`src/rtl/core/network_program_loader_macros.svh`:
```
// Assertion macros shared by the network program loader RTL.
// Each macro expects signals named clk and rst in the enclosing module.
`ifndef NETWORK_PROGRAM_LOADER_MACROS_SVH
`define NETWORK_PROGRAM_LOADER_MACROS_SVH

// Same-cycle implication, disabled while reset is high.
`define NPL_ASSERT_IMPL(label, ante, cons) \
  label: assert property (@(posedge clk) disable iff (rst) (ante) |-> (cons)) \
    else $error("network_program_loader: same-cycle check failed");

// Next-cycle implication, disabled while reset is high.
`define NPL_ASSERT_NEXT(label, ante, cons) \
  label: assert property (@(posedge clk) disable iff (rst) (ante) |=> (cons)) \
    else $error("network_program_loader: next-cycle check failed");

`endif

```
`src/rtl/core/npl_pkg.sv`:
```
// Package for the network program loader: command codes, operation codes
// and the command and status structs between controller and datapath.
`default_nettype none

package npl_pkg;

  localparam int PAYLOAD_BYTES = 5;
  localparam int MAX_SIZE      = PAYLOAD_BYTES - 1;
  localparam int CNT_W         = $clog2(PAYLOAD_BYTES + 1);

  // Upper three bits of the command byte.
  localparam logic [2:0] OPC_ENTER = 3'b001;
  localparam logic [2:0] OPC_EXIT  = 3'b010;
  localparam logic [2:0] OPC_WRITE = 3'b011;
  localparam logic [2:0] OPC_WSIZE = 3'b100;
  localparam logic [2:0] OPC_REPLY = 3'b110;

  // Decoded operation of the message on the input channel.
  localparam logic [2:0] OP_NONE  = 3'd0;
  localparam logic [2:0] OP_ENTER = 3'd1;
  localparam logic [2:0] OP_EXIT  = 3'd2;
  localparam logic [2:0] OP_WRITE = 3'd3;
  localparam logic [2:0] OP_WSIZE = 3'd4;

  // Register index of the configuration port.
  localparam logic REG_STATION_ID = 1'b0;

  typedef struct packed {
    logic enter;
    logic leave;
    logic load;
    logic emit_write;
    logic emit_reply;
  } npl_cmd_t;

  typedef struct packed {
    logic [2:0]       op;
    logic [CNT_W-1:0] msg_count;
    logic             programming;
    logic             count_one;
    logic             out_free;
  } npl_status_t;

endpackage

`default_nettype wire

```
`src/rtl/core/npl_msg_if.sv`:
```
// Input channel of the network program loader: one six-byte message per
// transfer, with valid and ready. No dependencies.
`default_nettype none

interface npl_msg_if;
  logic       valid;
  logic       ready;
  logic [7:0] command;
  logic [7:0] byte_one;
  logic [7:0] byte_two;
  logic [7:0] byte_three;
  logic [7:0] byte_four;
  logic [7:0] byte_five;

  modport source (output valid, command, byte_one, byte_two, byte_three, byte_four,
                  byte_five, input ready);
  modport sink (input valid, command, byte_one, byte_two, byte_three, byte_four,
                byte_five, output ready);
endinterface

`default_nettype wire

```
`src/rtl/core/npl_res_if.sv`:
```
// Result channel of the network program loader: one memory write or
// checksum reply per transfer, with valid and ready. No dependencies.
`default_nettype none

interface npl_res_if;
  logic        valid;
  logic        ready;
  logic        kind;
  logic [15:0] write_address;
  logic [7:0]  write_data;
  logic [7:0]  reply_command;
  logic [15:0] reply_checksum;
  logic        last;

  modport source (output valid, kind, write_address, write_data, reply_command,
                  reply_checksum, last, input ready);
  modport sink (input valid, kind, write_address, write_data, reply_command,
                reply_checksum, last, output ready);
endinterface

`default_nettype wire

```
`src/rtl/core/npl_ctrl.sv`:
```
// Controller state machine of the network program loader.
// Depends on npl_pkg and network_program_loader_macros.svh.
`default_nettype none
`include "network_program_loader_macros.svh"

module npl_ctrl (
  input  wire logic                 clk,
  input  wire logic                 rst,
  input  wire logic                 in_valid,
  output logic                      in_ready,
  input  wire npl_pkg::npl_status_t status,
  output npl_pkg::npl_cmd_t         cmd
);
  import npl_pkg::*;

  localparam logic [1:0] ST_IDLE  = 2'd0;
  localparam logic [1:0] ST_WRITE = 2'd1;
  localparam logic [1:0] ST_REPLY = 2'd2;

  logic [1:0] state;
  logic [1:0] state_next;
  logic       accept;
  logic       write_start;

  assign in_ready    = (state == ST_IDLE);
  assign accept      = in_valid && in_ready;
  assign write_start = accept && status.programming && (status.msg_count != '0) &&
                       ((status.op == OP_WRITE) || (status.op == OP_WSIZE));

  always_comb begin
    state_next = state;
    cmd        = '0;
    case (state)
      ST_IDLE: begin
        if (accept) begin
          case (status.op)
            OP_ENTER: cmd.enter = 1'b1;
            OP_EXIT: begin
              cmd.leave  = 1'b1;
              state_next = ST_REPLY;
            end
            OP_WRITE, OP_WSIZE: begin
              if (write_start) begin
                cmd.load   = 1'b1;
                state_next = ST_WRITE;
              end
            end
            default: ;
          endcase
        end
      end
      ST_WRITE: begin
        if (status.out_free) begin
          cmd.emit_write = 1'b1;
          if (status.count_one) state_next = ST_IDLE;
        end
      end
      ST_REPLY: begin
        if (status.out_free) begin
          cmd.emit_reply = 1'b1;
          state_next     = ST_IDLE;
        end
      end
      default: state_next = ST_IDLE;
    endcase
  end

  always_ff @(posedge clk) begin
    if (rst) begin
      state <= ST_IDLE;
    end else begin
      state <= state_next;
    end
  end

  `NPL_ASSERT_IMPL(a_write_needs_prog, state == ST_WRITE, status.programming)
  `NPL_ASSERT_NEXT(a_write_starts, write_start, state == ST_WRITE)
  `NPL_ASSERT_NEXT(a_reply_done, state == ST_REPLY && status.out_free, state == ST_IDLE)

endmodule

`default_nettype wire

```
`src/rtl/core/npl_datapath.sv`:
```
// Datapath of the network program loader: message decode, pointer, checksum,
// payload shift register and the output register. Depends on npl_pkg and the macros.
`default_nettype none
`include "network_program_loader_macros.svh"

module npl_datapath (
  input  wire logic                clk,
  input  wire logic                rst,
  input  wire logic [4:0]          station_id,
  input  wire logic [7:0]          command,
  input  wire logic [7:0]          byte_one,
  input  wire logic [7:0]          byte_two,
  input  wire logic [7:0]          byte_three,
  input  wire logic [7:0]          byte_four,
  input  wire logic [7:0]          byte_five,
  input  wire npl_pkg::npl_cmd_t   cmd,
  output npl_pkg::npl_status_t     status,
  output logic                     out_valid,
  input  wire logic                out_ready,
  output logic                     kind,
  output logic [15:0]              write_address,
  output logic [7:0]               write_data,
  output logic [7:0]               reply_command,
  output logic [15:0]              reply_checksum,
  output logic                     last
);
  import npl_pkg::*;

  logic             programming;
  logic [15:0]      write_pointer;
  logic [15:0]      running_sum;
  logic [7:0]       pay [PAYLOAD_BYTES];
  logic [CNT_W-1:0] count;
  logic [2:0]       op;
  logic [CNT_W-1:0] msg_count;
  logic             id_ok;

  always_comb begin
    op = OP_NONE;
    if (command[4:0] == station_id) begin
      case (command[7:5])
        OPC_ENTER: op = OP_ENTER;
        OPC_EXIT:  op = OP_EXIT;
        OPC_WRITE: op = OP_WRITE;
        OPC_WSIZE: op = OP_WSIZE;
        default:   op = OP_NONE;
      endcase
    end
  end

  always_comb begin
    case (op)
      OP_WRITE: msg_count = CNT_W'(PAYLOAD_BYTES);
      OP_WSIZE: msg_count = (byte_one > 8'(MAX_SIZE)) ? CNT_W'(MAX_SIZE)
                                                        : byte_one[CNT_W-1:0];
      default:  msg_count = '0;
    endcase
  end

  assign id_ok = ({byte_one, byte_two} == {11'b0, station_id});

  assign status.op          = op;
  assign status.msg_count   = msg_count;
  assign status.programming = programming;
  assign status.count_one   = (count == CNT_W'(1));
  assign status.out_free    = !out_valid || out_ready;

  // Programming state, pointer and checksum.
  always_ff @(posedge clk) begin
    if (rst) begin
      programming   <= 1'b0;
      write_pointer <= '0;
      running_sum   <= '0;
    end else begin
      if (cmd.enter) begin
        programming <= id_ok;
        if (id_ok) begin
          write_pointer <= {byte_three, byte_four};
          running_sum   <= '0;
        end
      end
      if (cmd.leave) programming <= 1'b0;
      if (cmd.emit_write) begin
        write_pointer <= write_pointer + 16'd1;
        running_sum   <= running_sum + {8'b0, pay[0]};
      end
    end
  end

  // Payload bytes to be written, oldest at the head.
  always_ff @(posedge clk) begin
    if (cmd.load) begin
      count <= msg_count;
      if (op == OP_WRITE) begin
        pay[0] <= byte_one;
        pay[1] <= byte_two;
        pay[2] <= byte_three;
        pay[3] <= byte_four;
        pay[4] <= byte_five;
      end else begin
        pay[0] <= byte_two;
        pay[1] <= byte_three;
        pay[2] <= byte_four;
        pay[3] <= byte_five;
        pay[4] <= 8'h00;
      end
    end else if (cmd.emit_write) begin
      count <= count - CNT_W'(1);
      for (int i = 0; i < PAYLOAD_BYTES - 1; i++) begin
        pay[i] <= pay[i+1];
      end
      pay[PAYLOAD_BYTES-1] <= 8'h00;
    end
  end

  // Output register.
  always_ff @(posedge clk) begin
    if (rst) begin
      out_valid <= 1'b0;
    end else if (cmd.emit_write || cmd.emit_reply) begin
      out_valid <= 1'b1;
    end else if (out_ready) begin
      out_valid <= 1'b0;
    end
  end

  always_ff @(posedge clk) begin
    if (cmd.emit_write) begin
      kind           <= 1'b0;
      write_address  <= write_pointer;
      write_data     <= pay[0];
      reply_command  <= 8'h00;
      reply_checksum <= 16'h0000;
      last           <= (count == CNT_W'(1));
    end else if (cmd.emit_reply) begin
      kind           <= 1'b1;
      write_address  <= 16'h0000;
      write_data     <= 8'h00;
      reply_command  <= {OPC_REPLY, station_id};
      reply_checksum <= running_sum;
      last           <= 1'b1;
    end
  end

  `NPL_ASSERT_NEXT(a_write_out, cmd.emit_write,
    out_valid && !kind && write_address == $past(write_pointer))
  `NPL_ASSERT_NEXT(a_reply_out, cmd.emit_reply,
    out_valid && kind && last && reply_checksum == $past(running_sum))

endmodule

`default_nettype wire

```
`src/rtl/core/network_program_loader.sv`:
```
// Top level of the network program loader: configuration register, controller
// and datapath. Depends on npl_pkg, npl_msg_if, npl_res_if, npl_ctrl, npl_datapath.
//
// The loader takes one six-byte network message per transfer on msg and
// produces memory writes and checksum replies on result. A message is taken
// only while the controller is idle. ENTER, unrelated messages and writes
// outside programming mode leave it idle. A WRITE issues one memory write per
// payload byte (five), a WRITE_SIZE as many as its clamped count, and EXIT one
// checksum reply. Results pass through the single output register, which is
// loaded with one result per cycle while the sink keeps up and holds a result
// until the sink takes it, so a stalled sink holds the controller. The last
// result of a message sits in the output register while the next message is
// already accepted. The device id is written through the APB port at byte
// addresses 0 to 3 and reads back there; addresses 4 to 7 read as zero.
`default_nettype none

module network_program_loader (
  input  wire logic        clk,
  input  wire logic        rst,
  npl_msg_if.sink          msg,
  npl_res_if.source        result,
  input  wire logic        psel,
  input  wire logic        penable,
  input  wire logic        pwrite,
  input  wire logic [2:0]  paddr,
  input  wire logic [31:0] pwdata,
  output logic [31:0]      prdata,
  output logic             pready
);
  import npl_pkg::*;

  logic [4:0]  station_id;
  npl_cmd_t    cmd;
  npl_status_t status;

  // The register index is the word address; only the device id exists.
  assign pready = 1'b1;
  assign prdata = (paddr[2] == REG_STATION_ID) ? {27'b0, station_id} : 32'h0;

  always_ff @(posedge clk) begin
    if (rst) begin
      station_id <= '0;
    end else if (psel && penable && pwrite && pready && (paddr[2] == REG_STATION_ID)) begin
      station_id <= pwdata[4:0];
    end
  end

  npl_ctrl u_ctrl (
    .clk      (clk),
    .rst      (rst),
    .in_valid (msg.valid),
    .in_ready (msg.ready),
    .status   (status),
    .cmd      (cmd)
  );

  npl_datapath u_datapath (
    .clk            (clk),
    .rst            (rst),
    .station_id     (station_id),
    .command        (msg.command),
    .byte_one       (msg.byte_one),
    .byte_two       (msg.byte_two),
    .byte_three     (msg.byte_three),
    .byte_four      (msg.byte_four),
    .byte_five      (msg.byte_five),
    .cmd            (cmd),
    .status         (status),
    .out_valid      (result.valid),
    .out_ready      (result.ready),
    .kind           (result.kind),
    .write_address  (result.write_address),
    .write_data     (result.write_data),
    .reply_command  (result.reply_command),
    .reply_checksum (result.reply_checksum),
    .last           (result.last)
  );

endmodule

`default_nettype wire
```
`src/flat_wrapper.sv`:
```
// flat-port wrapper written by rule: the top's interface ports become plain ports
module network_program_loader_flat import npl_pkg::*;
  (clk, rst, psel, penable, pwrite, paddr, pwdata, prdata, pready, msg_valid, msg_command, msg_byte_one, msg_byte_two, msg_byte_three, msg_byte_four, msg_byte_five, msg_ready, result_valid, result_kind, result_write_address, result_write_data, result_reply_command, result_reply_checksum, result_last, result_ready);
  npl_msg_if msg_i ();
  npl_res_if result_i ();
  input  wire logic clk;
  input  wire logic rst;
  input  wire logic psel;
  input  wire logic penable;
  input  wire logic pwrite;
  input  wire logic [2:0] paddr;
  input  wire logic [31:0] pwdata;
  output logic [31:0] prdata;
  output logic pready;
  input wire logic [$bits(msg_i.valid)-1:0] msg_valid;
  input wire logic [$bits(msg_i.command)-1:0] msg_command;
  input wire logic [$bits(msg_i.byte_one)-1:0] msg_byte_one;
  input wire logic [$bits(msg_i.byte_two)-1:0] msg_byte_two;
  input wire logic [$bits(msg_i.byte_three)-1:0] msg_byte_three;
  input wire logic [$bits(msg_i.byte_four)-1:0] msg_byte_four;
  input wire logic [$bits(msg_i.byte_five)-1:0] msg_byte_five;
  output wire logic [$bits(msg_i.ready)-1:0] msg_ready;
  output wire logic [$bits(result_i.valid)-1:0] result_valid;
  output wire logic [$bits(result_i.kind)-1:0] result_kind;
  output wire logic [$bits(result_i.write_address)-1:0] result_write_address;
  output wire logic [$bits(result_i.write_data)-1:0] result_write_data;
  output wire logic [$bits(result_i.reply_command)-1:0] result_reply_command;
  output wire logic [$bits(result_i.reply_checksum)-1:0] result_reply_checksum;
  output wire logic [$bits(result_i.last)-1:0] result_last;
  input wire logic [$bits(result_i.ready)-1:0] result_ready;
  assign msg_i.valid = msg_valid;
  assign msg_i.command = msg_command;
  assign msg_i.byte_one = msg_byte_one;
  assign msg_i.byte_two = msg_byte_two;
  assign msg_i.byte_three = msg_byte_three;
  assign msg_i.byte_four = msg_byte_four;
  assign msg_i.byte_five = msg_byte_five;
  assign msg_ready = msg_i.ready;
  assign result_valid = result_i.valid;
  assign result_kind = result_i.kind;
  assign result_write_address = result_i.write_address;
  assign result_write_data = result_i.write_data;
  assign result_reply_command = result_i.reply_command;
  assign result_reply_checksum = result_i.reply_checksum;
  assign result_last = result_i.last;
  assign result_i.ready = result_ready;
  network_program_loader u_core (.clk(clk), .rst(rst), .msg(msg_i), .result(result_i), .psel(psel), .penable(penable), .pwrite(pwrite), .paddr(paddr), .pwdata(pwdata), .prdata(prdata), .pready(pready));
endmodule
```
`config.mk`:
```
export PLATFORM = sky130hd
export DESIGN_NAME = network_program_loader_flat
export DESIGN_NICKNAME = d
export VERILOG_FILES = /design/src/rtl/core/npl_pkg.sv /design/src/rtl/core/npl_msg_if.sv /design/src/rtl/core/npl_res_if.sv /design/src/rtl/core/npl_ctrl.sv /design/src/rtl/core/npl_datapath.sv /design/src/rtl/core/network_program_loader.sv /design/src/flat_wrapper.sv
export VERILOG_INCLUDE_DIRS = /design/src /design/src/rtl/core
export SDC_FILE = /design/constraint.sdc
export NUM_CORES = 1
export LEC_CHECK = 0
export BUFFER_PORTS_ARGS = -buffer_cell sky130_fd_sc_hd__buf_2
export CAP_MARGIN = 20
export CORE_MARGIN = 2
export CORE_UTILIZATION = 57
export DETAILED_ROUTE_END_ITERATION = 10
export GPL_ROUTABILITY_DRIVEN = 0
export PLACE_DENSITY = 0.85
export RECOVER_POWER = 100
export SYNTH_ARGS = -nofsm -noshare
export SYNTH_HDL_FRONTEND = slang
export SYNTH_SLANG_ARGS = --single-unit
```
`constraint.sdc`:
```
create_clock -name clk -period 4.33 [get_ports clk]
set_input_delay 0.866 -clock clk [delete_from_list [all_inputs] [get_ports clk]]
set_output_delay 0.866 -clock clk [all_outputs]
set_load 0.02 [all_outputs]
```
* Word level (Yosys, flattened, before mapping)
Memories as Yosys holds them, arrays and structs flattened. Index checks and enable logic that the tools add are counted.
Word-level totals: register bits after elaboration 92, RAM bits 40, input port bits 90, output and inout bits 85, logic and storage cells 126, memories kept 1
Operators by class: $add $sub $neg 3, order comparisons 1, equality and inequality tests 19, multiplexer cells 56, bitwise operators 11, reduce and logical (&&, ||, !) cells 22
Memory list:
- u_core.u_datapath.pay | words 5, width 8, read ports 5, clocked after Yosys merged registers in 0, wr ports 5, line npl_datapath.sv:32 | logic [7:0] pay [PAYLOAD_BYTES];
Operators with widths (number):
- $mux 16 | 8
- $mux 8 | 12
- $mux 1 | 20
- $mux 3 | 6
- $add 16x1->16 const B | 1
- $add 16x8->16 | 1
- $eq 16x5->1 | 1
- $eq 3x2->1 const B | 4
- $pmux 3 s4 | 1
- $mux 2 | 5
- $or 1x1->1 | 10
- $reduce_bool 2->1 | 5
- $eq 3x1->1 const B | 3
- $gt 8x3->1 const B | 1
- $ne 2x1->1 const B | 4
- $logic_and 1x1->1 | 7
- $eq 3x3->1 const B | 2
- $pmux 2 s3 | 1
- $pmux 3 s2 | 1
- $reduce_and 6->1 | 1
- $eq 5x5->1 | 1
- $mux 5 | 1
- $pmux 2 s2 | 1
- $reduce_or 2->1 | 2
- 11 further kinds | 13

* Longest topological paths before layout
word-level depth 16, mapped depth 8, gate-level depth less buffers 8

* Cells and area by module
A second synthesis with hierarchy kept.
Second synthesis, totals: cell total of the unflattened synthesis 655, area total of the unflattened synthesis 6821.5 um^2
Modules (own cells, without submodules):
- npl_datapath | instances 1, cells each 579, area an instance 6159.7 um^2, seq. area each 3163.0 um^2
- network_program_loader | instances 1, cells each 57, area an instance 495.5 um^2, seq. area each 100.1 um^2
- npl_ctrl | instances 1, cells each 19, area an instance 166.4 um^2, seq. area each 40.0 um^2

* Worst setup path after synthesis
Ideal clock, no wire load.
path type in2reg, start input port msg_byte_one[3], end memory u_core.u_datapath.pay[0][0], enable pin, setup time 0.531 ns, arrival 2.704 ns, required time 3.799 ns, setup slack 1.095 ns, stages on the path 5, buffers on the path 0, cell sequence or4_1 nor2_1 nor2_1 o2111ai_2 nand2_1
RTL lines:
- start, declared | line flat_wrapper.sv:17 | input wire logic [$bits(msg_i.byte_one)-1:0] msg_byte_one;
- end, declared | line npl_datapath.sv:32

==> impl_metrics.tcl <==
set metrics [dict create \
    synth_area_per_cell_sq_um 9.613 \
    grt_pass1_vias 5345 \
    grt_max_degree 111 \
    grt-busiest-layer "met2" \
    clock_latency_ns 0.41 \
    placementRows 39 \
    synthesis.instances 685 \
    antenna_violating_nets_post_route 0 \
    power.switching_uw 602.5 \
    setup_ws_ns 0.8808 \
    yosys_warnings 0 \
    dp_cells 910 \
    finalCritPeriodShare_pct 79.66 \
    ys.flop_type "edfxtp_1" \
    grt.met1_usage_pct 32.17 \
    final-hold-violation-count 0 \
    n_antenna_cell 0 \
    setup_viol 0 \
    power.density_nw_per_um2 381.5 \
    yosys.cell_types.count 60 \
    finClkSkew_ns 0.005999 \
    p_int_mw 2.300 \
    yosys.area.top_type "edfxtp_1" \
    path_class "input pin to flop" \
    core_area_sq_um 11370 \
    cts.sink_count 131 \
    fin_tns_setup_ns 0 \
    netlist_area_sq_um 6585 \
    postCtsHoldBufs 0 \
    slew_headroom_pct -20.72 \
    first_iter_violations 474 \
    met3_usage_pct 5.770 \
    synthTopCellsByArea "edfxtp_1, dfxtp_1, nand2_1" \
    final_cells 943 \
    p_seq_share_pct 44.9 \
    area_growth_pct 15.54 \
    cts-buffers-inserted 17 \
    ys_async_sr_fraction_pct 0 \
    leakagePower_nw 3.094 \
    die_w_microns 111.5 \
    post-place-ws_ns 0.9050 \
    nNetsFinal 889 \
    post_drt_via_cell_ratio 5.841 \
    layout_min_cycle_time_ns 3.449 \
    maxCapViolCount 2 \
    design_area_sq_um 7609 \
    ioPinCount 175 \
    drc_errors 0 \
    dieArea_sq_um 12430 \
    post-cts-setup-buffer-count 0 \
    final_core_util_pct 66.92 \
    htree_levels 4 \
    grt_pass1_wl_mm 25.54 \
    cts_resized 0 \
    grt.overflow.total 0 \
    cp_slowest_cell "clkbuf_2" \
    vias 5508 \
    initial_core_util_pct 57.92 \
    cts_tree "built" \
    cts.clk_slew.worst_paths_ns 0.06 \
    cp_slowest_stage_delay_ns 0.78 \
    yosys-top-cells-count "nand2_1, edfxtp_1, dfxtp_1" \
    crit_path_start_kind "input pin" \
    synth_seq_area_share_pct 50.16 \
    critPathArrivalTime_ns 3.48 \
    grt_use_total_pct 25.43 \
    hp-class "flop to flop" \
    root_buffer "clkbuf_16" \
    crit_required_ns 4.36 \
    p_clk_share_pct 51.0 \
    path_cells "buf_2, xor2_1, nor4_1, nor2b_1, o2111ai_1, nand2_1, clkbuf_2" \
    rsz0062_at_grt "false" \
    first_pass_iters 5 \
    worst_pin_slew_ns 1.811 \
    portBuffers 116 \
    grt.met2_usage_pct 42.20 \
    outcome "finished with violations" \
    sw_frac_of_total_pct 20.76 \
    peakVddDrop_uv 243.6 \
    layout-drive-gt1-share_pct 12.75 \
    end_kind "flop" \
    violations "max-capacitance violations, max-slew violations" \
    die_h_microns 111.5 \
    wl_mm 16.00 \
    slew_viol_final 143 \
    wire_per_inst_microns 16.96 \
    combPwrFrac_pct 4.1 \
    netlist.area_leader.share_pct 31.01 \
    placed_cell_area_sq_um 7116 \
    antenna_found_initial 0 \
    fmax_mhz 289.9 \
    synth_most_common_cell "nand2_1" \
    synth_edf_count 68 \
    synth-seq-cells 131 \
    cts_buffer_depth 2 \
    dp_hpwl_mm 10.68 \
    worstPathMaxFanout 40 \
]
[final timing paths]
kind	start	to	slack, ns	depth (start not counted)
worst max-delay path	msg_command[2]	u_core.u_datapath.pay[0][29]$_DFFE_PP_	0.88	7
worst min-delay path	u_core.u_datapath.reply_command[3]$_SDFFE_PP0P_	u_core.u_datapath.reply_command[3]$_SDFFE_PP0P_	0.46	2
worst max register to register	u_core.station_id[2]$_SDFFE_PP0P_	u_core.u_datapath.pay[0][29]$_DFFE_PP_	1.00	6
worst min register to register	u_core.u_datapath.reply_command[3]$_SDFFE_PP0P_	u_core.u_datapath.reply_command[3]$_SDFFE_PP0P_	0.46	2
[stage by stage]
step / hold WS [ns] / total power [mW]
floorplan: 0.4417 / 1.415
global placement: 0.4438 / 1.445
detailed placement: 0.4468 / 1.448
CTS: 0.4547 / 2.909
global route: 0.4846 / 2.978
finish: 0.4568 / 2.903
[worst max-delay path: cells and delay by family]
kind,cells,cell delay (ns)
and+or+nand+nor,3,1.18
xor gates and xnor gates,1,0.13
buffers and inverters,2,0.88
AOI/OAI and AO/OA,1,0.40
[flip-flops by register name, summed over array words and instances, names as in the netlist]
| register | flops |
|---|---|
| u_core.u_datapath.write_data | 8 |
| u_core.u_datapath.write_pointer | 16 |
| u_core.u_datapath.pay | 40 |
| u_core.u_ctrl.state | 2 |
| u_core.u_datapath.reply_checksum | 16 |
| u_core.u_datapath.write_address | 16 |
| u_core.station_id | 5 |
| u_core.u_datapath.last | 1 |
| u_core.u_datapath.running_sum | 16 |
| u_core.u_datapath.out_valid | 1 |
| u_core.u_datapath.programming | 1 |
| u_core.u_datapath.count | 3 |
| u_core.u_datapath.reply_command | 6 |
[layout by cell type, fill, tap and decap left out, drive strengths merged, types with 5 or more instances in the layout]
cell type | Yosys | final
a31oi | 6 | 6
a21oi | 62 | 62
clkinv | 0 | 5
buf | 44 | 60
clkbuf | 25 | 83
and2 | 26 | 26
nand2 | 111 | 111
edfxtp | 68 | 68
nor3 | 17 | 17
nor2 | 34 | 34
nand3 | 21 | 21
nand4 | 7 | 7
conb | 2 | 29
mux2i | 37 | 37
inv | 6 | 7
xor2 | 15 | 15
dfxtp | 63 | 63
nor2b | 9 | 9
o21ai | 46 | 46
xnor2 | 5 | 5
o211ai | 7 | 7
and3 | 13 | 13
ha | 11 | 11
[cell type report]
| class | count | area (sq um) |
|---|---|---|
| Multi-Input combinational cell | 506 | 2934 |
| Inverter | 6 | 22.52 |
| Fill cell | 886 | 3761 |
| Sequential cell | 131 | 3303 |
| Tap cell | 143 | 178.9 |
| Clock inverter | 14 | 186.4 |
| Timing Repair Buffer | 125 | 554.3 |
| Clock buffer | 18 | 429.2 |
[power by group through the flow]
stage	registers (mW)	clock network, mW	logic, mW
6_report	1.30	1.48	0.119
5_1_grt	1.30	1.55	0.127
4_1_cts	1.30	1.49	0.119
3_5_place_dp	1.33	0	0.118
3_3_place_gp	1.33	0	0.115
2_1_floorplan	1.33	0	0.0851
[routing by layer]
metal,share of wire [%],up-vias
li1,-,2589
met1,41,2573
met2,49,312
met3,8.3,34
met4,2.3,0
met5,0,-
[kinds of logic after synthesis]
family | count (synthesis) | synth area share (%)
xor gates and xnor gates | 20 | 2.660
buffers and inverters | 75 | 6.536
adders and majority gates | 12 | 2.394
other | 2 | 0.1140
DFF | 131 | 50.16
AOI/OAI and AO/OA | 139 | 11.95
and+or+nand+nor | 266 | 20.05
muxes | 40 | 6.137
No activity file was read; power rests on OpenSTA's default activity.
